--- src/hdl/rbd_pkg.sv ---
`default_nettype none
package rbd_pkg;

    localparam int CAPACITY = 16;
    localparam int ELEM_W   = 32;

    localparam int AW = $clog2(CAPACITY);
    localparam int CW = $clog2(CAPACITY + 1);

    localparam int KIND_W   = 3;
    localparam int DATA_W   = 32;
    localparam int INDEX_W  = 4;
    localparam int STATUS_W = 2;
    localparam int COUNT_W  = 5;

    // width that holds both the request index and the fill count
    localparam int CMPW = (CW > INDEX_W) ? CW : INDEX_W;

    typedef enum logic [KIND_W-1:0] {
        K_PUSH  = 3'd0,
        K_POP   = 3'd1,
        K_PEEK  = 3'd2,
        K_DEQ   = 3'd3,
        K_READ  = 3'd4,
        K_WRITE = 3'd5
    } t_kind;

    typedef enum logic [STATUS_W-1:0] {
        ST_OK    = 2'd0,
        ST_FULL  = 2'd1,
        ST_EMPTY = 2'd2,
        ST_RANGE = 2'd3
    } t_status;

    typedef enum logic {
        S_IDLE,
        S_FETCH
    } t_state;

    typedef struct packed {
        logic [KIND_W-1:0]  kind;
        logic [DATA_W-1:0]  value;
        logic [INDEX_W-1:0] index;
    } t_req;

    typedef struct packed {
        logic [DATA_W-1:0]   data;
        logic [STATUS_W-1:0] status;
        logic [COUNT_W-1:0]  count;
    } t_resp;

    typedef struct packed {
        logic accept;
        logic load;
    } t_dp_cmd;

endpackage
`default_nettype wire

--- src/hdl/rbd_ram.sv ---
`default_nettype none
module rbd_ram #(
    parameter int WIDTH = 32,
    parameter int DEPTH = 16
) (
    input  wire logic                     i_clk,
    input  wire logic                     i_we,
    input  wire logic [$clog2(DEPTH)-1:0] i_addr,
    input  wire logic [WIDTH-1:0]         i_wdata,
    output logic      [WIDTH-1:0]         o_rdata
);

    logic [WIDTH-1:0] r_mem [DEPTH];
    logic [WIDTH-1:0] r_rdata;

    always_ff @(posedge i_clk) begin
        if (i_we) begin
            r_mem[i_addr] <= i_wdata;
        end
        r_rdata <= r_mem[i_addr];
    end

    assign o_rdata = r_rdata;

endmodule
`default_nettype wire

--- src/hdl/rbd_ctrl.sv ---
`default_nettype none
module rbd_ctrl
    import rbd_pkg::*;
(
    input  wire logic i_clk,
    input  wire logic i_rst_n,
    input  wire logic i_in_valid,
    output t_dp_cmd   o_cmd,
    output logic      o_in_stall,
    output logic      o_out_valid,
    input  wire logic i_out_stall
);

    t_state r_state, n_state;
    logic   r_out_valid, n_out_valid;
    logic   ready;

    // take a new beat only once the result register is free or draining
    assign ready = (r_state == S_IDLE) && (!r_out_valid || !i_out_stall);

    always_comb begin
        n_state = r_state;
        unique case (r_state)
            S_IDLE: begin
                if (i_in_valid && ready) begin
                    n_state = S_FETCH;
                end
            end
            S_FETCH: n_state = S_IDLE;
            default: n_state = S_IDLE;
        endcase
    end

    always_comb begin
        o_cmd.accept = 1'b0;
        o_cmd.load   = 1'b0;
        o_in_stall   = !ready;
        unique case (r_state)
            S_IDLE:  o_cmd.accept = i_in_valid && ready;
            S_FETCH: o_cmd.load   = 1'b1;
            default: o_cmd.load   = 1'b0;
        endcase
    end

    always_comb begin
        n_out_valid = r_out_valid;
        if (o_cmd.load) begin
            n_out_valid = 1'b1;
        end else if (!i_out_stall) begin
            n_out_valid = 1'b0;
        end
    end

    always_ff @(posedge i_clk) begin
        if (!i_rst_n) begin
            r_state     <= S_IDLE;
            r_out_valid <= 1'b0;
        end else begin
            r_state     <= n_state;
            r_out_valid <= n_out_valid;
        end
    end

    assign o_out_valid = r_out_valid;

endmodule
`default_nettype wire

--- src/hdl/rbd_dp.sv ---
`default_nettype none
module rbd_dp
    import rbd_pkg::*;
(
    input  wire logic    i_clk,
    input  wire logic    i_rst_n,
    input  wire t_dp_cmd i_cmd,
    input  wire t_req    i_req,
    output t_resp        o_resp
);

    logic [AW-1:0]     r_head, n_head;
    logic [CW-1:0]     r_fill, n_fill;
    logic [AW-1:0]     offset;
    logic [AW:0]       sum;
    logic [AW-1:0]     addr;
    logic [AW-1:0]     head_inc;
    logic [CMPW-1:0]   idx_ext, fill_ext;
    t_status           status;
    logic              wr_hit, rd_hit;
    logic [ELEM_W-1:0] wdata, rdata;

    logic              r_rd_hit;
    t_status           r_status;
    logic [CW-1:0]     r_cnt;
    t_resp             r_resp;

    assign idx_ext  = CMPW'(i_req.index);
    assign fill_ext = CMPW'(r_fill);
    assign wdata    = ELEM_W'(i_req.value);
    assign head_inc = (r_head == AW'(CAPACITY - 1)) ? '0 : r_head + 1'b1;

    always_comb begin
        offset = '0;
        status = ST_OK;
        wr_hit = 1'b0;
        rd_hit = 1'b0;
        n_head = r_head;
        n_fill = r_fill;
        unique case (i_req.kind) inside
            K_PUSH: begin
                offset = AW'(r_fill);
                if (r_fill == CW'(CAPACITY)) begin
                    status = ST_FULL;
                end else begin
                    wr_hit = 1'b1;
                    n_fill = r_fill + 1'b1;
                end
            end
            K_POP, K_PEEK: begin
                offset = AW'(r_fill - 1'b1);
                if (r_fill == '0) begin
                    status = ST_EMPTY;
                end else begin
                    rd_hit = 1'b1;
                    if (i_req.kind == K_POP) begin
                        n_fill = r_fill - 1'b1;
                    end
                end
            end
            K_DEQ: begin
                if (r_fill == '0) begin
                    status = ST_EMPTY;
                end else begin
                    rd_hit = 1'b1;
                    n_head = head_inc;
                    n_fill = r_fill - 1'b1;
                end
            end
            K_READ, K_WRITE: begin
                offset = AW'(i_req.index);
                if (idx_ext >= fill_ext) begin
                    status = ST_RANGE;
                end else if (i_req.kind == K_READ) begin
                    rd_hit = 1'b1;
                end else begin
                    wr_hit = 1'b1;
                end
            end
            default: status = ST_OK;
        endcase
    end

    // wrap head plus offset around the ring; the sum stays below twice the depth
    assign sum  = {1'b0, r_head} + {1'b0, offset};
    assign addr = (sum >= (AW + 1)'(CAPACITY)) ? AW'(sum - (AW + 1)'(CAPACITY)) : AW'(sum);

    rbd_ram #(
        .WIDTH (ELEM_W),
        .DEPTH (CAPACITY)
    ) u_ram (
        .i_clk   (i_clk),
        .i_we    (i_cmd.accept && wr_hit),
        .i_addr  (addr),
        .i_wdata (wdata),
        .o_rdata (rdata)
    );

    always_ff @(posedge i_clk) begin
        if (!i_rst_n) begin
            r_head <= '0;
            r_fill <= '0;
        end else if (i_cmd.accept) begin
            r_head <= n_head;
            r_fill <= n_fill;
        end
    end

    always_ff @(posedge i_clk) begin
        if (i_cmd.accept) begin
            r_rd_hit <= rd_hit;
            r_status <= status;
            r_cnt    <= n_fill;
        end
        if (i_cmd.load) begin
            r_resp.data   <= r_rd_hit ? DATA_W'(rdata) : '0;
            r_resp.status <= r_status;
            r_resp.count  <= COUNT_W'(r_cnt);
        end
    end

    assign o_resp = r_resp;

endmodule
`default_nettype wire

--- src/hdl/ring_buffer_deque.sv ---
`default_nettype none
// Fixed-capacity deque on a ring of CAPACITY entries: push/pop/peek at the back,
// dequeue at the front, read or write the nth element from the front. Each
// request beat gives exactly one result beat carrying data, status and the new
// count. The accept edge updates head and fill and issues the single RAM access,
// the next edge loads the registered read data into the result register. A new
// request is not taken until the previous one has loaded its result, as the
// storage RAM has a registered read port; a new request is taken while the
// previous result is being drained. No clearing pass after reset.
module ring_buffer_deque
    import rbd_pkg::*;
(
    input  wire logic i_clk,
    input  wire logic i_rst_n,
    input  wire logic i_in_valid,
    output logic      o_in_stall,
    input  wire t_req i_in_data,
    output logic      o_out_valid,
    input  wire logic i_out_stall,
    output t_resp     o_out_data
);

    t_dp_cmd cmd;

    rbd_ctrl u_ctrl (
        .i_clk       (i_clk),
        .i_rst_n     (i_rst_n),
        .i_in_valid  (i_in_valid),
        .o_cmd       (cmd),
        .o_in_stall  (o_in_stall),
        .o_out_valid (o_out_valid),
        .i_out_stall (i_out_stall)
    );

    rbd_dp u_dp (
        .i_clk   (i_clk),
        .i_rst_n (i_rst_n),
        .i_cmd   (cmd),
        .i_req   (i_in_data),
        .o_resp  (o_out_data)
    );

endmodule
`default_nettype wire

--- config.mk ---
export PLATFORM = sky130hd
export DESIGN_NAME = ring_buffer_deque
export DESIGN_NICKNAME = d
export VERILOG_FILES = /design/src/hdl/rbd_pkg.sv /design/src/hdl/rbd_ram.sv /design/src/hdl/rbd_ctrl.sv /design/src/hdl/rbd_dp.sv /design/src/hdl/ring_buffer_deque.sv
export SDC_FILE = /design/constraint.sdc
export NUM_CORES = 1
export LEC_CHECK = 0
export BUFFER_PORTS_ARGS = -buffer_cell sky130_fd_sc_hd__buf_4
export CAP_MARGIN = 20
export CELL_PAD_IN_SITES_DETAIL_PLACEMENT = 1
export CELL_PAD_IN_SITES_GLOBAL_PLACEMENT = 2
export CORE_MARGIN = 5
export CORE_UTILIZATION = 50
export CTS_CLUSTER_DIAMETER = 60
export CTS_CLUSTER_SIZE = 24
export DETAILED_ROUTE_END_ITERATION = 8
export PLACE_DENSITY = 0.91
export REMOVE_ABC_BUFFERS = 1
export SETUP_SLACK_MARGIN = 0.02
export SYNTH_ARGS = -nofsm -noshare
export SYNTH_HDL_FRONTEND = slang
export SYNTH_SLANG_ARGS = --single-unit
export TNS_END_PERCENT = 100
--- constraint.sdc ---
create_clock -name i_clk -period 11.3 [get_ports i_clk]
set_clock_uncertainty 0.05 [all_clocks]
set_input_delay 1.13 -clock i_clk [delete_from_list [all_inputs] [get_ports i_clk]]
set_output_delay 1.13 -clock i_clk [all_outputs]
set_load 0.02 [all_outputs]
==> impl_metrics.ini <==
[place]
placed_area_sq_um = 24500
pre_cts_slack_ps = 4470
place.gp.congestion = 0.767
dp_hpwl_mm = 28.3
port_buffers = 83

[timing]
setup_viol = 0
slew_headroom_pct = 23.7
timing.final.crit_share_pct = 54.8
hold_viol = 0
slew_violations = 0
fmax_ghz = 0.161
worst_pin_slew_ps = 1140
period_needed_ps = 6190
fin_tns_setup_ps = 0
rsz0062_at_grt = false
worst_slack_ps = 5110

[setup_path]
r2r_end = u_dp.u_ram.r_mem[10][29]
critPathMaxStageDelay_ps = 1500
crit_type = in2reg
cp-endpoint = u_dp.u_ram.r_mem[10][29]
cp-startpoint = i_in_data[37]
reg2reg_slack_ps = 5140
r2r-start = u_dp.fill_ext[0]
cp-start-kind = primary input
cp-end-kind = flop
cpMaxStageDelayCell = fa_4
crit_required_ps = 11460
reg2reg_depth = 10
path_cells = buf_4 -> xor2_1 -> o21ai_0 -> o22ai_1 -> ha_4 -> fa_4 -> buf_4 -> nand3_1 -> nor3_2 -> buf_4
cp_max_fo = 68
critPathMostFrequentCell = buf_4
arrival_ps = 6350

[synth]
synth_flop_cell = edfxtp_1
syn-cell-area_sq_um = 23000
yosysTopAreaCellShare_pct = 73.1
syn_inst = 1069
synth_seq_cells = 602
synth_area_leaders = edfxtp_1 (73%), mux4_2 (13%), mux2i_1 (4.3%)
ys_async_sr_fraction_pct = 0
netlist_top_cells_count = edfxtp_1 (559), mux4_2 (128), mux2i_1 (99), dfxtp_1 (43), and2_1 (33)
avgSynthCellArea_sq_um = 21.5
synth_most_common_cell = edfxtp_1
yosysWarnings = 0
synth-edff-count = 559
yosysSeqAreaShare_pct = 76.8
synth_area_leader_cell = edfxtp_1
ys_types = 49

[global_routing]
grt_use_met1_pct = 28.7
grt_util_met3_pct = 3.39
grtUsageMet2_pct = 35.1
globalRouteTotalUtil_pct = 20.7
grt_first_pass_wirelength_mm = 77.4
grt_max_degree = 132
grt_antenna_before_repair = 1
grt_pass1_vias = 11500
overflow = 0
grt_busiest_layer = met2

[clock_tree]
cts_buffers = 38
cts_hold_buf = 0
clk_path_buf_depth = 3
cts-htree-levels = 2
cts_tree = done
clock_sinks = 602
clk_latency_ps = 570
clockRootBuffer = clkbuf_16
post-cts-setup-buffers = 0
cts_resized = 0
cts.clk_slew.worst_paths_ps = 80

[power]
power_density_nw_per_um2 = 173
vdd_drop_max_mv = 0.106
total_power_mw = 4.45
p_leak_nw = 8.35

[floorplan]
die_w_um = 224
ios = 84
start_util_pct = 50.6
rows = 78
dieArea_sq_um = 50300
core_area_sq_um = 45400
chipHeight_um = 224

[final_layout]
area_growth_syn_to_layout_pct = 12.0
fin_area_sq_um = 25700
fin_nets = 1222
antenna_cells = 0
drive_gt1_share_pct = 27.8
n_fill_cell = 3878

[hold_path]
hold_path_class = reg2reg
hold_depth = 0

[job]
cap_violations = 0

[status]
status = completed

[drt]
final_antenna_net_count = 0
drc = 0
first_iter_violations = 1223
first_pass_iters = 5
wirelength_mm = 51.8
vias = 10800
drt-wirelength-per-cell_um = 28.9
vias_per_cell = 6.03
-- critical path, delay by kind of cell --
family,cells,cell delay [ps]
buf+inv,3,1690
fa+ha+maj,2,1690
simple gates,2,1220
compound gates,2,300
xor+xnor,1,190
-- cells in the final DEF (no fill, tap or decap), drive strengths merged, types with 10 or more instances in the layout --
cell    count
a21oi      11
and2       33
buf       111
clkbuf     43
dfxtp      43
edfxtp    559
ha         10
inv        24
mux2i      99
mux4      128
nor2       22
nor3       22
-- metal layers --
layer,routed length [um],vias to the layer above
met5,9,-
met3,2930,64
met2,26900,409
met4,946,2
met1,21100,5779
li1,-,4565
-- final cells by class --
| class | count | area (sq um) | area share (%) |
|---|---|---|---|
| Sequential cell | 602 | 17600 | 68.6 |
| Multi-Input combinational cell | 403 | 5170 | 20.1 |
| Clock buffer | 43 | 991 | 3.85 |
| Timing Repair Buffer | 111 | 843 | 3.28 |
| Tap cell | 600 | 751 | 2.92 |
| Clock inverter | 24 | 283 | 1.10 |
| Inverter | 12 | 45.0 | 0.175 |
-- through the flow --
stage          cells  util [%]  hold slack (ps)
6_report        1795      56.7              377
3_5_place_dp    1727      53.9              356
3_3_place_gp    1726      53.9              352
2_1_floorplan   1017         -              350
4_1_cts         1794      56.7              376
5_1_grt         1795      56.7              400
-- registers in the layout, summed over array words and instances (netlist names) --
name and flops:
u_dp.u_ram.o_rdata 32, u_ctrl.r_state 1, u_dp.r_cnt 5, u_dp.r_rd_hit 1, u_ctrl.o_out_valid 1, u_dp.fill_ext 5
u_dp.r_status 2, u_dp.o_resp 39, u_dp.r_head 4, u_dp.u_ram.r_mem 512
-- power by group --
| group | total (mW) | switching, mW | internal [mW] |
|---|---|---|---|
| clock network | 1.49 | 0.771 | 0.717 |
| logic | 0.449 | 0.247 | 0.203 |
| registers | 2.51 | 0.0199 | 2.49 |
| total | 4.45 | 1.04 | 3.41 |
-- cell families (layout without fill, tap and decap cells) --
family	Yosys count	count (layout)	share of synthesized area, %
compound gates	42	42	1.25
simple gates	110	110	2.61
flops	602	602	76.8
xor+xnor	10	10	0.414
mux	228	228	16.9
buf+inv	64	190	1.29
fa+ha+maj	13	13	0.724
-- worst min path at each step --
stage                        startpoint             end  slack, ps
final                     u_dp.r_cnt[1]  u_dp.o_resp[1]        380
after floorplan           u_dp.r_cnt[0]  u_dp.o_resp[0]        350
after CTS                 u_dp.r_cnt[1]  u_dp.o_resp[1]        380
after global placement    u_dp.r_cnt[2]  u_dp.o_resp[2]        350
after global routing      u_dp.r_cnt[3]  u_dp.o_resp[3]        400
after detailed placement  u_dp.r_cnt[1]  u_dp.o_resp[1]        360
Note: power is estimated with default switching activity, not from simulation.
